**config.mk**
```make
export PLATFORM = sky130hd
export DESIGN_NAME = slcan_ascii_frame_parser
export DESIGN_NICKNAME = d
export VERILOG_FILES = /design/src/rtl/core/slcan_pkg.sv /design/src/rtl/core/slcan_classify.sv /design/src/rtl/core/slcan_queue.sv /design/src/rtl/core/slcan_decode.sv /design/src/rtl/core/slcan_ascii_frame_parser.sv
export SDC_FILE = /design/constraint.sdc
export NUM_CORES = 1
export LEC_CHECK = 0
export BUFFER_PORTS_ARGS = -buffer_cell sky130_fd_sc_hd__buf_2
export CORE_UTILIZATION = 40
export DETAILED_ROUTE_END_ITERATION = 8
export PLACE_DENSITY_LB_ADDON = 0.12
export SYNTH_ARGS = -nofsm -noshare
export SYNTH_HDL_FRONTEND = slang
export SYNTH_HIERARCHICAL = 1
export SYNTH_SLANG_ARGS = --single-unit
```
**constraint.sdc**
```tcl
create_clock -name clk -period 8.95 [get_ports clk]
set_input_delay 1.79 -clock clk [delete_from_list [all_inputs] [get_ports clk]]
set_output_delay 1.79 -clock clk [all_outputs]
set_load 0.01 [all_outputs]
```
**src/rtl/core/slcan_pkg.sv**
```systemverilog
// Shared types and constants for the SLCAN ASCII frame parser.
// Holds the character class record, the result record and the result kinds.
// No dependencies.
`timescale 1ns / 1ps

package slcan_pkg;

    localparam logic [7:0] CHAR_CR = 8'h0d;
    localparam logic [7:0] CHAR_BELL = 8'h07;
    localparam int STD_ID_DIGITS = 3;
    localparam int EXT_ID_DIGITS = 8;
    localparam logic [3:0] MAX_LEN = 4'd8;
    localparam logic [3:0] BAD_LEN = 4'd15;
    localparam int QUEUE_DEPTH = 2;

    localparam logic [2:0] KIND_FRAME = 3'd0;
    localparam logic [2:0] KIND_BELL = 3'd1;
    localparam logic [2:0] KIND_UNKNOWN = 3'd2;
    localparam logic [2:0] KIND_OVERRUN = 3'd3;
    localparam logic [2:0] KIND_BAD_LEN = 3'd4;

    typedef struct packed {
        logic       is_cr;
        logic       is_bell;
        logic       is_ignore;
        logic       is_start;
        logic       start_ext;
        logic       start_rtr;
        logic       hex_ok;
        logic [3:0] nibble;
        logic [3:0] len_val;
    } cls_t;

    typedef struct packed {
        logic [2:0]  kind;
        logic [31:0] frame_id;
        logic        is_extended;
        logic        is_remote;
        logic [3:0]  data_length;
        logic [63:0] payload;
        logic [15:0] stamp;
    } res_t;

endpackage

```
**src/rtl/core/slcan_classify.sv**
```systemverilog
// Front part of the SLCAN parser: sorts one received character into classes.
// Depends on slcan_pkg for the class record and character codes.
`timescale 1ns / 1ps

module slcan_classify
    import slcan_pkg::*;
(
    input  logic [7:0] rx_byte,
    output cls_t       cls
);

    always_comb
    begin
        cls = '0;
        cls.is_cr = (rx_byte == CHAR_CR);
        cls.is_bell = (rx_byte == CHAR_BELL);
        cls.is_ignore = (rx_byte == 8'h7a) || (rx_byte == 8'h5a);
        cls.start_ext = (rx_byte == 8'h54) || (rx_byte == 8'h52);
        cls.start_rtr = (rx_byte == 8'h72) || (rx_byte == 8'h52);
        cls.is_start = (rx_byte == 8'h74) || cls.start_ext || (rx_byte == 8'h72);
        if (rx_byte >= 8'h30 && rx_byte <= 8'h39)
        begin
            cls.hex_ok = 1'b1;
            cls.nibble = rx_byte[3:0];
        end
        else if ((rx_byte >= 8'h61 && rx_byte <= 8'h66) ||
                 (rx_byte >= 8'h41 && rx_byte <= 8'h46))
        begin
            cls.hex_ok = 1'b1;
            cls.nibble = rx_byte[3:0] + 4'd9;
        end
        if (rx_byte >= 8'h30 && rx_byte <= 8'h38)
        begin
            cls.len_val = rx_byte[3:0];
        end
        else
        begin
            cls.len_val = BAD_LEN;
        end
    end

endmodule

```
**src/rtl/core/slcan_queue.sv**
```systemverilog
// Small first-word-fall-through queue used for the character and result queues of the parser.
// Generic; no package dependency.
`timescale 1ns / 1ps

module slcan_queue #(
    parameter int WIDTH = 8,
    parameter int DEPTH = 2
) (
    input  logic             clk,
    input  logic             rst_n,
    input  logic             push,
    input  logic [WIDTH-1:0] wr_data,
    output logic             full,
    input  logic             pop,
    output logic [WIDTH-1:0] rd_data,
    output logic             empty
);

    localparam int AW = (DEPTH > 1) ? $clog2(DEPTH) : 1;
    localparam int CW = $clog2(DEPTH + 1);

    logic [WIDTH-1:0] mem_reg [DEPTH];
    logic [AW-1:0]    wr_ptr_reg, wr_ptr_next;
    logic [AW-1:0]    rd_ptr_reg, rd_ptr_next;
    logic [CW-1:0]    count_reg, count_next;
    logic             do_push;
    logic             do_pop;

    assign full = (count_reg == CW'(DEPTH));
    assign empty = (count_reg == '0);
    assign do_push = push && !full;
    assign do_pop = pop && !empty;
    assign rd_data = mem_reg[rd_ptr_reg];

    always_comb
    begin
        wr_ptr_next = wr_ptr_reg;
        rd_ptr_next = rd_ptr_reg;
        count_next = count_reg;
        if (do_push)
        begin
            wr_ptr_next = (wr_ptr_reg == AW'(DEPTH - 1)) ? '0 : wr_ptr_reg + 1'b1;
        end
        if (do_pop)
        begin
            rd_ptr_next = (rd_ptr_reg == AW'(DEPTH - 1)) ? '0 : rd_ptr_reg + 1'b1;
        end
        if (do_push && !do_pop)
        begin
            count_next = count_reg + 1'b1;
        end
        else if (do_pop && !do_push)
        begin
            count_next = count_reg - 1'b1;
        end
    end

    always_ff @(posedge clk or negedge rst_n)
    begin
        if (!rst_n)
        begin
            wr_ptr_reg <= '0;
            rd_ptr_reg <= '0;
            count_reg <= '0;
        end
        else
        begin
            wr_ptr_reg <= wr_ptr_next;
            rd_ptr_reg <= rd_ptr_next;
            count_reg <= count_next;
        end
    end

    always_ff @(posedge clk)
    begin
        if (do_push)
        begin
            mem_reg[wr_ptr_reg] <= wr_data;
        end
    end

endmodule

```
**src/rtl/core/slcan_decode.sv**
```systemverilog
// Back part of the SLCAN parser: assembles identifier, length, data and
// timestamp from classified characters and forms one result per frame, bell, unknown character or overrun.
// Depends on slcan_pkg for the class and result records.
`timescale 1ns / 1ps

module slcan_decode
    import slcan_pkg::*;
#(
    parameter int MAX_FRAME_BYTES = 80
) (
    input  logic clk,
    input  logic rst_n,
    input  logic in_empty,
    input  cls_t in_cls,
    output logic in_pop,
    input  logic res_full,
    output logic res_push,
    output res_t res
);

    localparam int PW = $clog2(MAX_FRAME_BYTES + 1);

    logic          in_frame_reg, in_frame_next;
    logic          ext_reg, ext_next;
    logic          rtr_reg, rtr_next;
    logic [PW-1:0] pos_reg, pos_next;
    logic [31:0]   id_reg, id_next;
    logic [3:0]    len_reg, len_next;
    logic [63:0]   data_reg, data_next;
    logic [15:0]   stamp_reg, stamp_next;
    logic          ended_reg, ended_next;

    logic          step;
    logic [PW-1:0] lenpos;
    logic [PW-1:0] rel;
    logic [PW-1:0] dchars;
    logic [2:0]    bidx;
    logic [7:0]    cur_b;
    logic          field_start;
    logic          eff_ended;

    assign step = !in_empty && !res_full;
    assign in_pop = step;

    always_comb
    begin
        lenpos = ext_reg ? PW'(1 + EXT_ID_DIGITS) : PW'(1 + STD_ID_DIGITS);
        rel = pos_reg - lenpos - 1'b1;
        dchars = rtr_reg ? '0 : PW'({len_reg, 1'b0});
        bidx = rel[3:1];
        cur_b = data_reg[bidx*8 +: 8];
        field_start = 1'b0;
        if (pos_reg < lenpos)
        begin
            field_start = (pos_reg == PW'(1));
        end
        else if (rel < dchars)
        begin
            field_start = !rel[0];
        end
        else
        begin
            field_start = (rel == dchars);
        end
        eff_ended = ended_reg && !field_start;
    end

    always_comb
    begin
        in_frame_next = in_frame_reg;
        ext_next = ext_reg;
        rtr_next = rtr_reg;
        pos_next = pos_reg;
        id_next = id_reg;
        len_next = len_reg;
        data_next = data_reg;
        stamp_next = stamp_reg;
        ended_next = ended_reg;
        res_push = 1'b0;
        res = '0;
        if (step)
        begin
            if (!in_frame_reg)
            begin
                if (in_cls.is_bell)
                begin
                    res_push = 1'b1;
                    res.kind = KIND_BELL;
                end
                else if (in_cls.is_cr || in_cls.is_ignore)
                begin
                    res_push = 1'b0;
                end
                else if (in_cls.is_start)
                begin
                    in_frame_next = 1'b1;
                    ext_next = in_cls.start_ext;
                    rtr_next = in_cls.start_rtr;
                    pos_next = PW'(1);
                    id_next = '0;
                    len_next = BAD_LEN;
                    data_next = '0;
                    stamp_next = '0;
                    ended_next = 1'b0;
                end
                else
                begin
                    res_push = 1'b1;
                    res.kind = KIND_UNKNOWN;
                end
            end
            else if (pos_reg >= PW'(MAX_FRAME_BYTES))
            begin
                in_frame_next = 1'b0;
                res_push = 1'b1;
                res.kind = KIND_OVERRUN;
            end
            else
            begin
                pos_next = pos_reg + 1'b1;
                if (in_cls.is_cr)
                begin
                    in_frame_next = 1'b0;
                    res_push = 1'b1;
                    if (len_reg > MAX_LEN)
                    begin
                        res.kind = KIND_BAD_LEN;
                    end
                    else
                    begin
                        res.kind = KIND_FRAME;
                        res.frame_id = id_reg;
                        res.is_extended = ext_reg;
                        res.is_remote = rtr_reg;
                        res.data_length = len_reg;
                        res.payload = rtr_reg ? '0 : data_reg;
                        res.stamp = stamp_reg;
                    end
                end
                else if (pos_reg == lenpos)
                begin
                    len_next = in_cls.len_val;
                end
                else if (pos_reg < lenpos || (len_reg <= MAX_LEN && rel < dchars + PW'(4)))
                begin
                    ended_next = eff_ended || !in_cls.hex_ok;
                    if (in_cls.hex_ok && !eff_ended)
                    begin
                        if (pos_reg < lenpos)
                        begin
                            id_next = {id_reg[27:0], in_cls.nibble};
                        end
                        else if (rel < dchars)
                        begin
                            data_next[bidx*8 +: 8] = {cur_b[3:0], in_cls.nibble};
                        end
                        else
                        begin
                            stamp_next = {stamp_reg[11:0], in_cls.nibble};
                        end
                    end
                end
            end
        end
    end

    always_ff @(posedge clk or negedge rst_n)
    begin
        if (!rst_n)
        begin
            in_frame_reg <= 1'b0;
            ext_reg <= 1'b0;
            rtr_reg <= 1'b0;
            pos_reg <= '0;
            id_reg <= '0;
            len_reg <= '0;
            data_reg <= '0;
            stamp_reg <= '0;
            ended_reg <= 1'b0;
        end
        else
        begin
            in_frame_reg <= in_frame_next;
            ext_reg <= ext_next;
            rtr_reg <= rtr_next;
            pos_reg <= pos_next;
            id_reg <= id_next;
            len_reg <= len_next;
            data_reg <= data_next;
            stamp_reg <= stamp_next;
            ended_reg <= ended_next;
        end
    end

endmodule

```
**src/rtl/core/slcan_ascii_frame_parser.sv**
```systemverilog
// Top level of the SLCAN ASCII frame parser: classifier, character queue,
// decoder and result queue. Depends on slcan_pkg, slcan_classify, slcan_queue and slcan_decode.
// Path: a closing byte passes the character queue, the decoder and the result queue before its result is visible.
// Throughput: one byte per cycle while the result queue is not full; the decoder stalls while it is.
// Reset: asynchronous active-low reset clears both queues and all parser state.
`timescale 1ns / 1ps

module slcan_ascii_frame_parser
    import slcan_pkg::*;
#(
    parameter int MAX_FRAME_BYTES = 80
) (
    input  logic        clk,
    input  logic        rst_n,
    input  logic        push,
    output logic        full,
    input  logic [7:0]  rx_byte,
    output logic        empty,
    input  logic        pop,
    output logic [2:0]  kind,
    output logic [31:0] frame_id,
    output logic        is_extended,
    output logic        is_remote,
    output logic [3:0]  data_length,
    output logic [63:0] payload,
    output logic [15:0] stamp
);

    cls_t cls_in;
    cls_t cls_q;
    logic cls_empty;
    logic cls_pop;
    logic res_full;
    logic res_push;
    res_t res_in;
    res_t res_q;

    slcan_classify u_classify (
        .rx_byte (rx_byte),
        .cls     (cls_in)
    );

    slcan_queue #(
        .WIDTH ($bits(cls_t)),
        .DEPTH (QUEUE_DEPTH)
    ) u_cls_queue (
        .clk     (clk),
        .rst_n   (rst_n),
        .push    (push),
        .wr_data (cls_in),
        .full    (full),
        .pop     (cls_pop),
        .rd_data (cls_q),
        .empty   (cls_empty)
    );

    slcan_decode #(
        .MAX_FRAME_BYTES (MAX_FRAME_BYTES)
    ) u_decode (
        .clk      (clk),
        .rst_n    (rst_n),
        .in_empty (cls_empty),
        .in_cls   (cls_q),
        .in_pop   (cls_pop),
        .res_full (res_full),
        .res_push (res_push),
        .res      (res_in)
    );

    slcan_queue #(
        .WIDTH ($bits(res_t)),
        .DEPTH (QUEUE_DEPTH)
    ) u_res_queue (
        .clk     (clk),
        .rst_n   (rst_n),
        .push    (res_push),
        .wr_data (res_in),
        .full    (res_full),
        .pop     (pop),
        .rd_data (res_q),
        .empty   (empty)
    );

    assign kind = res_q.kind;
    assign frame_id = res_q.frame_id;
    assign is_extended = res_q.is_extended;
    assign is_remote = res_q.is_remote;
    assign data_length = res_q.data_length;
    assign payload = res_q.payload;
    assign stamp = res_q.stamp;

endmodule

```
== Word-level counts from Yosys, hierarchy flattened ==
Memory sizes are Yosys's and may differ from the RTL's.
Index checks and enable logic that the tools add are counted.

* $lt $le $gt $ge: 13
* Add/sub/neg operators: 14
* Equality and inequality tests: 25
* Bitwise logic cells: 3
* Reductions and logical operators: 49
* Shifts and indexed selects: 3
* Multiplexer cells: 97

{| class="wikitable"
|+ Operators by type and width
! kind !! number
|-
| two-way mux 64 bit || 12
|-
| two-way mux 118 bit || 3
|-
| two-way mux 32 bit || 10
|-
| two-way mux 121 bit || 2
|-
| two-way mux 16 bit || 11
|-
| bitwise mux 64 bit || 1
|-
| variable shift 8 x 34 -> 64 bit, first input constant || 1
|-
| variable part select 64 x 7 -> 4 bit || 1
|-
| variable part select 8 x 34 -> 64 bit || 1
|-
| equality test 8 x 7 -> 1 bit, second input constant || 6
|-
| two-way mux 4 bit || 9
|-
| two-way mux 7 bit || 5
|-
| negation 6 -> 34 bit || 1
|-
| two-way mux 1 bit || 31
|-
| AND reduction 11 bit || 2
|-
| < comparator 7 bit || 3
|-
| inequality test 2 bit, second input constant || 10
|-
| >= comparator 8 x 7 -> 1 bit, second input constant || 2
|-
| less-or-equal comparator 8 x 6 -> 1 bit, second input constant || 2
|-
| less-or-equal comparator 8 x 7 -> 1 bit, second input constant || 2
|-
| logical AND 1 bit || 16
|-
| two-way mux 3 bit || 5
|-
| two-way mux 5 bit || 3
|-
| equality test 7 bit || 2
|-
| other kinds (27) || 63
|}

* Memories kept: 2
* RAM bits: 272
* Bits of input ports: 12
* Flip-flop bits (word level): 135

{| class="wikitable"
|+ Memories
! memory !! depth !! bits a word !! rd ports !! clocked after memory_dff !! wr ports !! line !! text
|-
| u_res_queue.mem_reg || 2 || 121 || 1 || 0 || 1 || slcan_queue.sv:22 || <nowiki>logic [WIDTH-1:0] mem_reg [DEPTH];</nowiki>
|-
| u_cls_queue.mem_reg || 2 || 15 || 1 || 0 || 1 || slcan_queue.sv:22 ||
|}

== Longest topological paths before layout ==
* Depth in word-level cells: 16
* Gate-level depth with buffers: 17
* Mapped depth without buffers: 15

== By module ==
Netlist, hierarchy kept.

{| class="wikitable"
|+ Modules (own cells, without submodules)
! module !! cells an instance !! area each (sq um) !! times used
|-
| slcan_queue (u_res_queue) || 396 || 9262.6 || 1
|-
| slcan_decode || 728 || 7145.6 || 1
|-
| slcan_queue (u_cls_queue) || 66 || 1331.3 || 1
|-
| slcan_classify || 47 || 324.1 || 1
|}

== Least setup slack after synthesis ==
Ideal clock, no wire load.

* Path type: register to register
* Start point: register u_decode.in_frame_reg
* End point: memory u_res_queue/mem_reg[0][0] in the netlist's numbering, enable pin
* Setup slack: 1.814 ns
* Required time: 8.347 ns
* Cell stages (with the launch flop): 8
* Arrival time: 6.533 ns
* Period minus slack after synthesis: 7.136 ns
* Cell sequence: dfrtp_1 > clkbuf_1 > clkbuf_1 > clkbuf_1 > nor3_1 > nor3_1 > nand2_1 > nor2_1

* Word-level cells in the longest chain between the ends: 5

{| class="wikitable"
|+ Ends and longest elaborated chain
! what !! line !! text
|-
| start, declared || slcan_decode.sv:23 || <nowiki>logic in_frame_reg, in_frame_next;</nowiki>
|-
| start signal, assigned || slcan_decode.sv:183 || <nowiki>in_frame_reg <= in_frame_next;</nowiki>
|-
| two-way mux 1 bit || slcan_decode.sv:83 || <nowiki>if (!in_frame_reg)</nowiki>
|-
| two-way mux 1 bit || slcan_decode.sv:81 || <nowiki>if (step)</nowiki>
|-
| named net res_push || slcan_ascii_frame_parser.sv:34 || <nowiki>logic res_push;</nowiki>
|-
| logical AND 1 bit || slcan_queue.sv:31 || <nowiki>assign do_push = push && !full;</nowiki>
|-
| two-way mux 1 bit || slcan_queue.sv:76 || <nowiki>if (do_push)</nowiki>
|-
| two-way mux 1 bit (not written as such) || slcan_queue.sv:78 || <nowiki>mem_reg[wr_ptr_reg] <= wr_data;</nowiki>
|-
| end, declared || slcan_queue.sv:22 ||
|}

The timed path passes the listed nets, and every way through them passes these cells.

== Worst setup path in the final report ==
* Start point: register u_res_queue.rd_ptr_reg
* End point: output port frame_id[25]

* Word-level cells in the longest chain between the ends: 1

{| class="wikitable"
|+ Ends and longest elaborated chain
! what !! line !! text
|-
| start, declared || slcan_queue.sv:24 || <nowiki>logic [AW-1:0] rd_ptr_reg, rd_ptr_next;</nowiki>
|-
| start signal, assigned || slcan_queue.sv:69 || <nowiki>rd_ptr_reg <= rd_ptr_next;</nowiki>
|-
| memory (2 x 121 bit) || n/a ||
|-
| end, declared || slcan_ascii_frame_parser.sv:21 || <nowiki>output logic [31:0] frame_id,</nowiki>
|}

Every way passes these cells.

==> run metrics <==
IO Pins 135; diode count 0; Post-CTS Resized 0; detailed-route via count between 10000 and 15000; Hold Path Cell Cnt 1; Cell Pwr Density 349 nW/µm²; via/cell ratio 5.20; Reg-to-Reg Start u_decode/ext_reg; Startpoint Class register; commonest cells after routing, fill and taps aside 272 x edfxtp_1, 140 x and2_1, 134 x dfrtp_1, 133 x buf_2, 89 x mux2_4; Final ANT Viol Nets 0; Port Buffer Count 134; Worst R2R Path Depth 13; Post-synth EDFFs 272; static leakage 8.31 nW; layout cells sized above 1 0.274; Worst Path Max Fanout 63; status finished clean; Fin Setup TNS 0 ns; Clk Tree Root Cell clkbuf_16; global route overflow 0; count of cell types in the netlist 66; Hold Worst Slack 0.486 ns; Initial DRC Count 606; Setup Viol. Count Final 0; clock tree sinks about 410; R2R Setup Slk around 4.8 ns; fin. max-slew vios 0; row count 77; Mapped Cells 1237; post-place setup slack 4.77 ns; Syn Area/Cell 14.6 µm²; CP Class reg -> out; die height approximately 210 µm; Seq/Total Area, Yosys 0.639; share of flip-flops with an asynchronous set or reset 0.332; worst path required time 7.16 ns; total CTS buffers 44; CTS Buffer Depth 3; worst skew pair latency 0.58 ns; Hold Violations, Final 0; crit path from u_res_queue/rd_ptr_reg; Worst-Margin Slew between 1 and 1.5 ns; min-delay worst type reg -> reg; CTS H-Tree Depth 2; crit path max-delay cell type buf_4; Initial Util 0.407; synthesis-to-finish area growth 14.7%; final net count 1408; Tcrit/Tclk final 0.512; initial antenna violation count 2; Critical Path, Cell by Cell buf_4 -> mux2_2 -> buf_2; syn_nets about 1300; DR DRC count 0; mapped cell area 18100 µm²; min-delay src u_decode/data_reg[37]; width of the die between 200 and 250 µm; CP Capture Type primary output; CP peak stage delay 0.87 ns; unrepaired setup endpoints after global routing false; Seq cells post-synth 407; Post-CTS Setup Bufs 0; total wire length 39100 µm; Slew headroom 0.245; CTS tree built; # fillers 3983; vias in the first global route 10500; WL per Instance ~20 µm; DIE AREA 46000 µm²; Critical Path AT 2.79 ns; most common cell after layout, fill and taps aside edfxtp_1; largest net degree at the start of global routing 71; GP Congestion roughly 0.86; fmax approximately 0.22 GHz; core area 44400 µm²; clock skew approximately 0.021 ns; worst vdd ir 0.219 mV; first-pass GRT wire length slightly above 60000 µm; CP endpoint frame_id[25]; DP HPWL 25700 µm; drt first pass iters 4; max reg flops 242; hold buffers post-CTS 0; Worst-path clk slew around 0.06 ns; Final min period between 4 and 5 ns; Critical R2R Capture u_decode/data_reg[63]; Overall Global Routing Usage 0.170; number of max-cap violations 0; ys flop type edfxtp_1; YS warnings 6; fin worst setup slack 4.37 ns
-- Yosys cell counts, drive strengths merged (11+ instances only) --
master   count  area, µm²
nand2b      11       76.3
o21ai       63        315
mux2       140       1910
dfrtp      135       3380
clkbuf      39        146
inv         25       93.8
ha          23        288
a21oi       27        135
o211ai      12       90.1
a221o       16        160
nor2b       12       75.1
edfxtp     272       8170
buf         22        221
nand2       53        199
o2bb2ai     20        175
and2       141        885
a22o        48        420
nor2        41        154
nor3        16       85.1
-- area by class of cell --
cell class	count	area (µm²)	area share
Inverter	25	93.8	0.00453
Sequential cell	407	11500	0.558
Clock buffer	57	1180	0.0570
Tap cell	592	741	0.0358
Timing Repair Buffer	151	805	0.0388
Multi-Input combinational cell	744	6080	0.294
Clock inverter	25	258	0.0124
-- per-layer routing --
| metal | routed length, µm | vias up | global-route usage | part of all wire |
|---|---|---|---|---|
| met1 | 18100 | 5225 | 0.235 | 0.46 |
| met4 | 684 | 0 | 0.0433 | 0.018 |
| met3 | 1520 | 52 | 0.0319 | 0.039 |
| li1 | - | 4915 | - | - |
| met2 | 18800 | 213 | 0.277 | 0.48 |
| met5 | 0 | - | 0 | 0 |
-- per-stage QoR --
stage	util	cells	area (µm²)	total power [mW]
5_1_grt	0.466	2001	20700	7.66
3_5_place_dp	0.434	1919	19300	5.53
2_1_floorplan	-	1237	18100	4.73
3_3_place_gp	0.434	1919	19300	5.51
6_report	0.466	2001	20700	7.23
4_1_cts	0.466	2001	20700	7.35
-- power by group --
group | switching (mW) | internal, mW | leakage (nW)
logic | 1.58 | 1.10 | 3.19
registers | 0.185 | 2.58 | 4.42
clock network | 0.742 | 1.05 | 0.708
total | 2.51 | 4.73 | 8.31
-- worst min-delay path by stage --
stage                     slack [ns]               endpoint
final                           0.49  u_decode/data_reg[37]
after global routing            0.50  u_decode/data_reg[37]
after CTS                       0.49  u_decode/data_reg[36]
after detailed placement        0.47  u_decode/data_reg[36]
after global placement          0.47  u_decode/data_reg[36]
after floorplan                 0.45  u_decode/data_reg[12]
-- cells by family after synthesis --
group	Yosys count	synth area share
AOI/OAI and AO/OA	222	0.0896
xor gates and xnor gates	17	0.00824
DFF	407	0.639
adders and majority gates	23	0.0159
buffers and inverters	86	0.0256
muxes	152	0.118
and+or+nand+nor	330	0.104
-- worst max-delay path: cells and delay by family (launching register included) --
kind / cells / cell delay, ns
buffers and inverters: 2 / 1.01
DFF: 1 / 0.68
muxes: 1 / 0.43
Note: power is estimated with default switching activity, not from simulation.
